File: src/design/lrupr_pkg.sv
`timescale 1ns / 1ps
// ----------------------------------------------------------------------------
// LRU page replacement package
// Shared widths, types, the controller states and the frame count clamp.
// ----------------------------------------------------------------------------
package lrupr_pkg;

  localparam int MAX_FRAMES = 16;
  localparam int FRAME_W    = $clog2(MAX_FRAMES);
  localparam int NUM_W      = FRAME_W + 1;
  localparam int PAGE_W     = 16;
  localparam int RANK_W     = 4;
  localparam int CFG_W      = 5;
  localparam int COUNT_W    = 32;

  typedef logic [FRAME_W-1:0]    frame_idx_t;
  typedef logic [NUM_W-1:0]      frame_num_t;
  typedef logic [PAGE_W-1:0]     page_t;
  typedef logic [RANK_W-1:0]     rank_t;
  typedef logic [RANK_W:0]       rank_ext_t;
  typedef logic [CFG_W-1:0]      cfg_t;
  typedef logic [COUNT_W-1:0]    count_t;
  typedef logic [MAX_FRAMES-1:0] valid_vec_t;
  typedef rank_t [MAX_FRAMES-1:0] rank_vec_t;

  localparam rank_t RANK_MAX         = '1;
  localparam rank_ext_t RANK_EMPTY   = {1'b1, {RANK_W{1'b0}}};
  localparam cfg_t FRAMES_RESET      = CFG_W'(3);
  localparam count_t COUNT_MAX       = '1;

  typedef enum logic [1:0] {
    ST_IDLE,
    ST_SCAN,
    ST_DRAIN,
    ST_COMMIT
  } state_t;

  typedef struct packed {
    logic       touch;
    logic       fill;
    frame_idx_t frame;
    rank_ext_t  old_rank;
    frame_num_t active;
  } touch_cmd_t;

  function automatic frame_num_t active_frames(input cfg_t cfg);
    frame_num_t n;
    if (cfg == '0) begin
      n = NUM_W'(1);
    end else if (cfg > CFG_W'(MAX_FRAMES)) begin
      n = NUM_W'(MAX_FRAMES);
    end else begin
      n = NUM_W'(cfg);
    end
    return n;
  endfunction

endpackage

File: src/design/lrupr_req_if.sv
`timescale 1ns / 1ps
// ----------------------------------------------------------------------------
// LRU page replacement request channel
// Carries one page reference per transfer.
// ----------------------------------------------------------------------------
interface lrupr_req_if;
  logic                 valid;
  logic                 ready;
  lrupr_pkg::page_t     page_number;

  modport source (output valid, output page_number, input ready);
  modport sink   (input valid, input page_number, output ready);
endinterface

File: src/design/lrupr_rsp_if.sv
`timescale 1ns / 1ps
// ----------------------------------------------------------------------------
// LRU page replacement result channel
// Carries the outcome of one page reference per transfer.
// ----------------------------------------------------------------------------
interface lrupr_rsp_if;
  logic                   valid;
  logic                   ready;
  logic                   hit;
  lrupr_pkg::frame_idx_t  frame_index;
  logic                   evicted_valid;
  lrupr_pkg::page_t       evicted_page;
  lrupr_pkg::count_t      fault_count;
  lrupr_pkg::count_t      hit_count;

  modport source (output valid, output hit, output frame_index, output evicted_valid,
                  output evicted_page, output fault_count, output hit_count, input ready);
  modport sink   (input valid, input hit, input frame_index, input evicted_valid,
                  input evicted_page, input fault_count, input hit_count, output ready);
endinterface

File: src/design/lrupr_recency.sv
`timescale 1ns / 1ps
// ----------------------------------------------------------------------------
// LRU page replacement recency tracker
// Holds the frame valid bits and recency ranks and applies one touch at a time.
// ----------------------------------------------------------------------------
module lrupr_recency (
  input  logic                   clk,
  input  logic                   rst,
  input  lrupr_pkg::touch_cmd_t  cmd,
  output lrupr_pkg::valid_vec_t  valid,
  output lrupr_pkg::rank_vec_t   rank
);

  always_ff @(posedge clk) begin
    if (rst) begin
      valid <= '0;
      rank  <= '0;
    end else if (cmd.touch) begin
      for (int g = 0; g < lrupr_pkg::MAX_FRAMES; g++) begin
        if (lrupr_pkg::frame_idx_t'(g) == cmd.frame) begin
          rank[g] <= '0;
          if (cmd.fill) begin
            valid[g] <= 1'b1;
          end
        end else if ((lrupr_pkg::frame_num_t'(g) < cmd.active) && valid[g] &&
                     ({1'b0, rank[g]} < cmd.old_rank) && (rank[g] != lrupr_pkg::RANK_MAX)) begin
          rank[g] <= rank[g] + 1'b1;
        end
      end
    end
  end

endmodule

File: src/design/lru_page_replacement_unit.sv
`timescale 1ns / 1ps
// ----------------------------------------------------------------------------
// LRU page replacement unit
// Looks up each page reference in the active frames, on a fault fills a free
// frame or else the LRU frame and reports hit, frame, eviction and running counts.
// ----------------------------------------------------------------------------
//  Channel   Direction  Transfer carries
//  request   sink       page_number
//  result    source     hit, frame_index, evicted_valid, evicted_page,
//                       fault_count, hit_count
//  cfg_wr    write only frames_in_use
//
// The active frame count runs from 1 to 16, and for each reference
// the page memory is scanned one frame per cycle through its single read port.
// Reset empties all frames, clears ranks and counts and sets frames_in_use to 3.
// A new reference is accepted while a result still waits; its commit then
// waits until the result register is free.
module lru_page_replacement_unit (
  input  logic               clk,
  input  logic               rst,
  input  logic               cfg_wr_en,
  input  lrupr_pkg::cfg_t    cfg_wr_data,
  lrupr_req_if.sink          request,
  lrupr_rsp_if.source        result
);

  lrupr_pkg::state_t     state;
  lrupr_pkg::state_t     state_next;
  lrupr_pkg::cfg_t       frames_in_use;
  lrupr_pkg::page_t      page;
  lrupr_pkg::frame_num_t active;
  lrupr_pkg::frame_num_t issue_idx;
  logic                  cmp_valid;
  lrupr_pkg::frame_idx_t cmp_idx;
  lrupr_pkg::page_t      rd_data;
  lrupr_pkg::page_t      mem [lrupr_pkg::MAX_FRAMES];

  logic                  found;
  lrupr_pkg::frame_idx_t hit_idx;
  logic                  have_empty;
  lrupr_pkg::frame_idx_t empty_idx;
  lrupr_pkg::rank_t      best_rank;
  lrupr_pkg::frame_idx_t best_idx;
  lrupr_pkg::page_t      best_page;

  lrupr_pkg::count_t     faults;
  lrupr_pkg::count_t     hits;
  lrupr_pkg::count_t     faults_next;
  lrupr_pkg::count_t     hits_next;

  logic                  out_valid;
  logic                  out_hit;
  lrupr_pkg::frame_idx_t out_frame;
  logic                  out_evicted;
  lrupr_pkg::page_t      out_evicted_page;
  lrupr_pkg::count_t     out_faults;
  lrupr_pkg::count_t     out_hits;

  logic                  in_ready;
  logic                  accept;
  logic                  rd_en;
  logic                  out_free;
  logic                  commit;
  logic                  last_issue;
  lrupr_pkg::frame_idx_t commit_frame;
  lrupr_pkg::rank_ext_t  commit_old_rank;
  logic                  commit_evict;
  lrupr_pkg::touch_cmd_t touch_cmd;
  lrupr_pkg::valid_vec_t frame_valid;
  lrupr_pkg::rank_vec_t  frame_rank;

  assign accept     = request.valid && in_ready;
  assign out_free   = !out_valid || result.ready;
  assign last_issue = (issue_idx + lrupr_pkg::frame_num_t'(1)) == active;

  always_ff @(posedge clk) begin
    if (rst) begin
      frames_in_use <= lrupr_pkg::FRAMES_RESET;
    end else if (cfg_wr_en) begin
      frames_in_use <= cfg_wr_data;
    end
  end

  always_ff @(posedge clk) begin
    if (rst) begin
      state <= lrupr_pkg::ST_IDLE;
    end else begin
      state <= state_next;
    end
  end

  always_comb begin
    state_next = state;
    case (state)
      lrupr_pkg::ST_IDLE: begin
        if (request.valid) begin
          state_next = lrupr_pkg::ST_SCAN;
        end
      end
      lrupr_pkg::ST_SCAN: begin
        if (last_issue) begin
          state_next = lrupr_pkg::ST_DRAIN;
        end
      end
      lrupr_pkg::ST_DRAIN: begin
        state_next = lrupr_pkg::ST_COMMIT;
      end
      lrupr_pkg::ST_COMMIT: begin
        if (out_free) begin
          state_next = lrupr_pkg::ST_IDLE;
        end
      end
      default: begin
        state_next = lrupr_pkg::ST_IDLE;
      end
    endcase
  end

  always_comb begin
    in_ready = 1'b0;
    rd_en    = 1'b0;
    commit   = 1'b0;
    case (state)
      lrupr_pkg::ST_IDLE:   in_ready = 1'b1;
      lrupr_pkg::ST_SCAN:   rd_en    = 1'b1;
      lrupr_pkg::ST_DRAIN:  in_ready = 1'b0;
      lrupr_pkg::ST_COMMIT: commit   = out_free;
      default:              in_ready = 1'b0;
    endcase
  end

  always_ff @(posedge clk) begin
    if (rd_en) begin
      rd_data <= mem[issue_idx[lrupr_pkg::FRAME_W-1:0]];
    end
    if (commit && !found) begin
      mem[commit_frame] <= page;
    end
  end

  always_ff @(posedge clk) begin
    if (rst) begin
      cmp_valid <= 1'b0;
    end else begin
      cmp_valid <= rd_en;
    end
  end

  always_ff @(posedge clk) begin
    if (rd_en) begin
      cmp_idx   <= issue_idx[lrupr_pkg::FRAME_W-1:0];
      issue_idx <= issue_idx + lrupr_pkg::frame_num_t'(1);
    end else if (accept) begin
      issue_idx <= '0;
    end
    if (accept) begin
      page   <= request.page_number;
      active <= lrupr_pkg::active_frames(frames_in_use);
    end
  end

  always_ff @(posedge clk) begin
    if (rst) begin
      found      <= 1'b0;
      have_empty <= 1'b0;
    end else if (accept) begin
      found      <= 1'b0;
      have_empty <= 1'b0;
    end else if (cmp_valid) begin
      if (!found && frame_valid[cmp_idx] && (rd_data == page)) begin
        found   <= 1'b1;
        hit_idx <= cmp_idx;
      end
      if (!have_empty && !frame_valid[cmp_idx]) begin
        have_empty <= 1'b1;
        empty_idx  <= cmp_idx;
      end
      if ((cmp_idx == '0) || (frame_rank[cmp_idx] > best_rank)) begin
        best_rank <= frame_rank[cmp_idx];
        best_idx  <= cmp_idx;
        best_page <= rd_data;
      end
    end
  end

  always_comb begin
    commit_evict = 1'b0;
    if (found) begin
      commit_frame    = hit_idx;
      commit_old_rank = {1'b0, frame_rank[hit_idx]};
    end else if (have_empty) begin
      commit_frame    = empty_idx;
      commit_old_rank = lrupr_pkg::RANK_EMPTY;
    end else begin
      commit_frame    = best_idx;
      commit_old_rank = {1'b0, best_rank};
      commit_evict    = 1'b1;
    end
    faults_next = faults;
    hits_next   = hits;
    if (found) begin
      if (hits != lrupr_pkg::COUNT_MAX) begin
        hits_next = hits + 1'b1;
      end
    end else if (faults != lrupr_pkg::COUNT_MAX) begin
      faults_next = faults + 1'b1;
    end
  end

  assign touch_cmd = '{touch: commit, fill: !found, frame: commit_frame,
                       old_rank: commit_old_rank, active: active};

  lrupr_recency u_recency (
    .clk   (clk),
    .rst   (rst),
    .cmd   (touch_cmd),
    .valid (frame_valid),
    .rank  (frame_rank)
  );

  always_ff @(posedge clk) begin
    if (rst) begin
      faults    <= '0;
      hits      <= '0;
      out_valid <= 1'b0;
    end else if (commit) begin
      faults    <= faults_next;
      hits      <= hits_next;
      out_valid <= 1'b1;
    end else if (result.ready) begin
      out_valid <= 1'b0;
    end
  end

  always_ff @(posedge clk) begin
    if (commit) begin
      out_hit          <= found;
      out_frame        <= commit_frame;
      out_evicted      <= commit_evict;
      out_evicted_page <= commit_evict ? best_page : '0;
      out_faults       <= faults_next;
      out_hits         <= hits_next;
    end
  end

  assign request.ready        = in_ready;
  assign result.valid         = out_valid;
  assign result.hit           = out_hit;
  assign result.frame_index   = out_frame;
  assign result.evicted_valid = out_evicted;
  assign result.evicted_page  = out_evicted_page;
  assign result.fault_count   = out_faults;
  assign result.hit_count     = out_hits;

endmodule
File: src/flat_wrapper.sv
// flat-port wrapper written by rule: the top's interface ports become plain ports
module lru_page_replacement_unit_flat 
  (clk, rst, cfg_wr_en, cfg_wr_data, request_valid, request_page_number, request_ready, result_valid, result_hit, result_frame_index, result_evicted_valid, result_evicted_page, result_fault_count, result_hit_count, result_ready);
  lrupr_req_if request_i ();
  lrupr_rsp_if result_i ();
  input  logic clk;
  input  logic rst;
  input  logic cfg_wr_en;
  input  lrupr_pkg::cfg_t cfg_wr_data;
  input wire logic [$bits(request_i.valid)-1:0] request_valid;
  input wire logic [$bits(request_i.page_number)-1:0] request_page_number;
  output wire logic [$bits(request_i.ready)-1:0] request_ready;
  output wire logic [$bits(result_i.valid)-1:0] result_valid;
  output wire logic [$bits(result_i.hit)-1:0] result_hit;
  output wire logic [$bits(result_i.frame_index)-1:0] result_frame_index;
  output wire logic [$bits(result_i.evicted_valid)-1:0] result_evicted_valid;
  output wire logic [$bits(result_i.evicted_page)-1:0] result_evicted_page;
  output wire logic [$bits(result_i.fault_count)-1:0] result_fault_count;
  output wire logic [$bits(result_i.hit_count)-1:0] result_hit_count;
  input wire logic [$bits(result_i.ready)-1:0] result_ready;
  assign request_i.valid = request_valid;
  assign request_i.page_number = request_page_number;
  assign request_ready = request_i.ready;
  assign result_valid = result_i.valid;
  assign result_hit = result_i.hit;
  assign result_frame_index = result_i.frame_index;
  assign result_evicted_valid = result_i.evicted_valid;
  assign result_evicted_page = result_i.evicted_page;
  assign result_fault_count = result_i.fault_count;
  assign result_hit_count = result_i.hit_count;
  assign result_i.ready = result_ready;
  lru_page_replacement_unit u_core (.clk(clk), .rst(rst), .cfg_wr_en(cfg_wr_en), .cfg_wr_data(cfg_wr_data), .request(request_i), .result(result_i));
endmodule
File: config.mk
export PLATFORM = sky130hd
export DESIGN_NAME = lru_page_replacement_unit_flat
export DESIGN_NICKNAME = d
export VERILOG_FILES = /design/src/design/lrupr_pkg.sv /design/src/design/lrupr_req_if.sv /design/src/design/lrupr_rsp_if.sv /design/src/design/lrupr_recency.sv /design/src/design/lru_page_replacement_unit.sv /design/src/flat_wrapper.sv
export SDC_FILE = /design/constraint.sdc
export NUM_CORES = 1
export LEC_CHECK = 0
export ABC_AREA = 1
export BUFFER_PORTS_ARGS = -buffer_cell sky130_fd_sc_hd__buf_4
export CAP_MARGIN = 30
export CORE_ASPECT_RATIO = 0.8
export CORE_MARGIN = 5
export CORE_UTILIZATION = 57
export DETAILED_ROUTE_END_ITERATION = 7
export PLACE_DENSITY_LB_ADDON = 0.12
export SYNTH_ARGS = -nofsm -noshare
export SYNTH_HDL_FRONTEND = slang
export SYNTH_SLANG_ARGS = --single-unit
File: constraint.sdc
create_clock -name clk -period 4.5 [get_ports clk]
set_input_delay 0.225 -clock clk [delete_from_list [all_inputs] [get_ports clk]]
set_output_delay 0.225 -clock clk [all_outputs]
set_load 0.02 [all_outputs]
---- Word-level counts from Yosys, hierarchy flattened ----
Memories as Yosys holds them, arrays and structs flattened. A register that Yosys moved wholly into a read port is not among the register bits.
Cells that the tools add are included.
storage, ports and cells
  flip-flop bits (word level) ............. 303
  bits in writable memories ............... 256
  bits of input ports ..................... 26
  logic and storage cells ................. 339
  memories kept ........................... 1
memories
  name        words  width  rd ports  clocked after memory_dff  write ports  RTL line                         text
  u_core.mem  16     16     1         1                         1            lru_page_replacement_unit.sv:36  lrupr_pkg::page_t mem [lrupr_pkg::MAX_FRAMES];
cells by class
  add/sub/neg operators ................... 19
  $lt $le $gt $ge ......................... 36
  eq/ne operators ......................... 41
  multiplexer cells ....................... 62
  bitwise gates (word level) .............. 3
  reduce and logical (&&, ||, !) cells .... 121
operator list
  operator                                             count
  2-to-1 mux 4 bit                                     36
  2-to-1 mux 32 bit                                    4
  < comparator 4 x 5 -> 1 bit                          16
  adder 32 x 1 -> 32 bit (second input constant)       2
  adder 4 x 1 -> 4 bit (second input constant)         16
  inequality test 32 bit (second input constant)       2
  inequality test 4 bit (second input constant)        16
  logical AND 1 bit                                    53
  AND reduction 3 bit                                  17
  < comparator 4 x 5 -> 1 bit (first input constant)   8
  AND reduction 2 bit                                  18
  nonzero test 2 bit                                   18
  binary-select mux 4 bit (select 4 bit)               2
  == test 4 bit (first input constant)                 8
  2-to-1 mux 5 bit                                     5
  < comparator 3 x 5 -> 1 bit (first input constant)   4
  == test 16 bit                                       1
  == test 3 x 4 -> 1 bit (first input constant)        4
  AND reduction 4 bit                                  3
  < comparator 1 x 5 -> 1 bit (first input constant)   2
  < comparator 2 x 5 -> 1 bit (first input constant)   2
  < comparator 4 x 5 -> 1 bit (second input constant)  2
  2-to-1 mux 1 bit                                     10
  == test 2 x 4 -> 1 bit (first input constant)        2
  19 further kinds                                     31

---- Logic depth before layout (Yosys ltp) ----
  depth in word-level cells ............... 8
  mapped depth ............................ 19

---- By module ----
From an unflattened synthesis, not the netlist that was laid out.
second synthesis, totals
  cells, all modules ...................... 3189
  area, all modules ....................... 28503.6 sq um
modules (own cells, without submodules)
  module                     instances  cells an instance  area an instance (sq um)
  lru_page_replacement_unit  1          2290               22701.8
  lrupr_recency              1          899                5801.8

---- Worst setup path before layout ----
No wires, ideal clock.
  path type ............................... register to register
  from .................................... register u_core.hit_idx[0]
  to ...................................... register u_core.u_recency.rank[51] in the netlist's numbering
  library setup time ...................... 0.115 ns
  arrival time ............................ 3.617 ns
  required time ........................... 4.385 ns
  setup slack ............................. 0.768 ns
  stages on the path, launching flop included .. 17
  path buffers ............................ 3
  cell sequence ........................... edfxtp_1 buf_4 buf_2 clkbuf_1 o21ai_0 nand3_1 a311oi_1 ha_1 nand2_1 inv_1 and3_1 nor3_1 nand2_1 nand2_2 nand3_1 nand2_1 nor2_1
on the way
  word-level cells in the longest chain between the ends .. 8
  elaborated cells on any way between the ends .. 11
  those cells by class .................... 1 x order compare; 1 x eq/ne; 5 x mux; 4 x reduce/logical
ends and longest elaborated chain
  item                                    RTL line                          text
  start, declared                         lru_page_replacement_unit.sv:39   lrupr_pkg::frame_idx_t hit_idx;
  start signal, assigned                  lru_page_replacement_unit.sv:172  hit_idx <= cmp_idx;
  binary-select mux 4 bit (select 4 bit)  lru_page_replacement_unit.sv:190  commit_old_rank = {1'b0, frame_rank[hit_idx]};
  2-to-1 mux 4 bit (not written as such)  lru_page_replacement_unit.sv:190
  2-to-1 mux 5 bit                        lru_page_replacement_unit.sv:188  if (found) begin
  < comparator 4 x 5 -> 1 bit             lrupr_recency.sv:26               ({1'b0, rank[g]} < cmd.old_rank) && (rank[g] != lrupr_pkg::RANK_MAX)) begin
  logical AND 1 bit                       lrupr_recency.sv:25               end else if ((lrupr_pkg::frame_num_t'(g) < cmd.active) && valid[g] &&
  logical AND 1 bit                       lrupr_recency.sv:26
  nonzero test 2 bit (no line)            -
  AND reduction 2 bit (no line)           -
  end signal, assigned by index           lrupr_recency.sv:27               rank[g] <= rank[g] + 1'b1;
  end, declared                           lrupr_recency.sv:11               output lrupr_pkg::rank_vec_t rank
Several ways; a longest one is shown, not always the timed one. The select of a mux whose other input is x is not followed.
A chain may end at the register's enable or synchronous reset.

---- Final worst setup path ----
  from .................................... register u_core.hit_idx[0]
  to ...................................... register u_core.u_recency.rank[50] in the netlist's numbering
Same word-level chain as after synthesis.

==> impl_metrics.yaml <==
clocking:
  cts-resized-gates: 0
  cts_buffers: 55
  clockRootBuffer: "clkbuf_16"
  clkTransAtPathRegs_ns: 0.07
  clock_insertion_delay_worst_skew_ns: 0.62
  cts_sinks: 575
  cts_tree: "yes"
  h-tree-depth: 2
  clock_path_buffers: 3
floorplan:
  io_pins: 114
  initial_core_util: 0.5790
  die-area_mm2: 0.05399
  die_y_um: 208.8
  rows: 72
  coreArea_mm2: 0.04865
  die_w_um: 258.5
sta:
  fmax_ghz: 0.2800
  finalCritPeriodShare: 0.7937
  hold_ws_ns: 0.09717
  rsz0062_at_grt: "false"
  slew_violations: 0
  finalClockSkew_ns: 0.03237
  hold_viol: 0
  period_needed_ns: 3.571
  setup-tns-final_ns: 0
  max_slew.worst_pin.slew_ns: 1.002
  max-slew-margin-rel: 0.3320
  finalSetupViolations: 0
routing:
  drc: 0
  dr.pass1.iters: 6
  via_per_inst: 5.918
  drtAntennaViolNets: 0
  drt_iter0_drc: 2610
  routedWlPerCell_um: 20.53
  vias: 22354
  drt_wl_total_mm: 77.54
cells_and_area:
  layout_common_cells: "nand2_1, edfxtp_1, nor2_1"
  multi_input_area_mm2: 0.01084
  fin_area_mm2: 0.03175
  n_antenna_cell: 0
  finalNetCount: 3204
  area_growth_pct: 12.71
  drive_gt1_frac: 0.1134
  n_fill_cell: 3858
  final_common_cell: "nand2_1"
  register_area_mm2: 0.01572
synth:
  synth_warnings: 0
  syn-num-nets: 3098
  synth_seq_area_share: 0.5579
  synth_top_area_frac: 0.4478
  synth-seq-cells: 575
  synth.distinct_cells: 57
  yosysTopAreaCell: "edfxtp_1"
  netlist_area_mm2: 0.02817
  ys_top_cells_by_area: "edfxtp_1, dfxtp_1, nand2_1, nor2_1, o21ai_0"
  synth_area_per_cell_um2: 9.405
  syn_inst: 2995
global_route:
  grt_use_total: 0.2814
  antenna_found_initial: 1
  busiest_layer: "met2"
  grt_max_degree: 177
  grt_first_pass_wirelength_mm: 121.0
  grt_overflow: 0
  grt_util_met3: 0.05238
  grt_pass1_vias: 21186
  grt_use_met1: 0.4202
  use_met2: 0.4308
place:
  dpl_cell_area_mm2: 0.02965
  gp_congestion: 0.9733
  io_buffers: 113
  hpwlAfterDp_mm: 50.42
pwr:
  p_per_area_mw_per_mm2: 489.2
  clkPwrFrac: 0.289
  ir_worst_vdd_uv: 423.0
  p_int_mw: 10.19
  p_leak_nw: 12.22
  pwr-share-comb: 0.267
  switching_share: 0.3436
  power.net_switching_mw: 5.336
  p_seq_frac: 0.444
hold_path:
  hold_path.class: "primary input to flop"
  hold_depth: 2
worst_setup_path:
  startpoint_type: "flop"
  arrival_ns: 4.06
  crit_top_cell: "nand2_1"
  cp_top_family: "compound AO/OA/AOI/OAI gates"
  slowest_stage: "a311oi_2"
  cp_max_fo: 28
  max_stage_delay_ns: 0.61
  end_kind: "flop"
  r2r_cells: 18
  critPathKind: "flop to flop"
  required_ns: 4.99
  cp.depth: 18
  crit_chain: "inv_2, a21oi_1, o21ai_0, nand2_1, o21ai_0, a31oi_1, a311oi_2, buf_4, ha_1, nand2_1, inv_1, and3_1, nor3_1, nand2_1, nand2_2, nand3_1, nand2_1, nor2_1"
  critical_path_buf_inv_count: 3
run:
  drv_cap: 0
run_status:
  status: "complete, no violations"
flip-flops by register name (all words and copies together) (netlist names), 5 cells and up:
name and flops:
u_core.result.hit_count 32, u_core.u_recency.valid 16, u_core.page 16, u_core.rd_data 16, u_core.active 5, u_core.best_page 16, u_core.frames_in_use 5, u_core.result.evicted_page 16
u_core.u_recency.rank 64, u_core.faults 32, u_core.issue_idx 5, u_core.result.fault_count 32, u_core.hits 32, u_core.mem 256
synthesized netlist by cell type, drive strengths merged:
| cell | n |
|---|---|
| o31ai | 1 |
| inv | 285 |
| nand3 | 198 |
| nand4 | 25 |
| ha | 77 |
| a2111oi | 1 |
| a31oi | 5 |
| xnor2 | 1 |
| xor2 | 70 |
| edfxtp | 420 |
| o21bai | 1 |
| nor4 | 4 |
| a32oi | 1 |
| a211oi | 3 |
| o221ai | 48 |
| o21a | 11 |
| nor3b | 6 |
| a21oi | 196 |
| o211ai | 31 |
| nand2 | 519 |
| nor4b | 1 |
| buf | 50 |
| and3 | 6 |
| nor2 | 361 |
| o2111ai | 8 |
| or2 | 20 |
| a311oi | 3 |
| a22o | 1 |
| o22ai | 6 |
| nor3 | 29 |
| clkinv | 3 |
| o21ai | 298 |
| o32ai | 16 |
| mux2i | 47 |
| dfxtp | 155 |
| clkbuf | 88 |
repair_timing:
item,4_1_cts,5_1_grt
buffers inserted,0,0
endpoints found under the hold margin,22,0
hold buffers,31,0
endpoints found under the setup margin,0,0
power groups by stage:
stage	clock (mW)	combinational [mW]	sequential (mW)
2_1_floorplan	0	2.74	6.89
3_3_place_gp	0	3.88	6.98
3_5_place_dp	0	4.01	6.99
4_1_cts	4.56	4.06	6.88
5_1_grt	4.79	4.56	6.94
6_report	4.49	4.14	6.89
path summary, 6_finish.rpt:
kind,startpoint,to,slack (ns)
worst min register to register,u_core.rd_data[12],u_core.best_page[12],0.47
worst max-delay path,u_core.hit_idx[0],u_core.u_recency.rank[50],0.93
worst max register to register,u_core.hit_idx[0],u_core.u_recency.rank[50],0.93
worst min-delay path,rst,u_core.cmp_valid,0.1
kinds of logic (layout without fill, tap and decap cells):
logic type	after synthesis	after routing	share of synthesized area
AND/OR/NAND/NOR	1169	1169	0.1815
AO/OA/AOI/OAI	630	630	0.1274
flip-flops	575	575	0.5579
buffers and inverters	426	579	0.06015
adder cells (fa/ha/maj)	77	77	0.03420
XOR/XNOR	71	71	0.02208
multiplexers	47	47	0.01670
stage by stage:
step	std cells	utilization	worst slack (ns)	total power [mW]
floorplan	2995	-	0.7681	9.628
global placement	3637	0.6080	0.9627	10.86
detailed placement	3640	0.6094	1.027	11.00
CTS	3775	0.6515	0.9665	15.50
global route	3777	0.6526	0.6176	16.29
finish	3777	0.6526	0.9285	15.53
layout make-up:
class	count	share of cell area
well taps	629	0.02479
clock inverters	33	0.008749
repair buffers	187	0.04942
multi-input cells	1994	0.3415
clock buffers	71	0.04588
inverters	288	0.03460
flip-flops and latches	575	0.4951
layer usage:
metal | wire length, um | vias up
li1 | - | 10593
met1 | 34390 | 10637
met2 | 34250 | 1001
met3 | 7292 | 123
met4 | 1604 | 0
met5 | 0 | -
No activity file was read; power rests on OpenSTA's default activity.
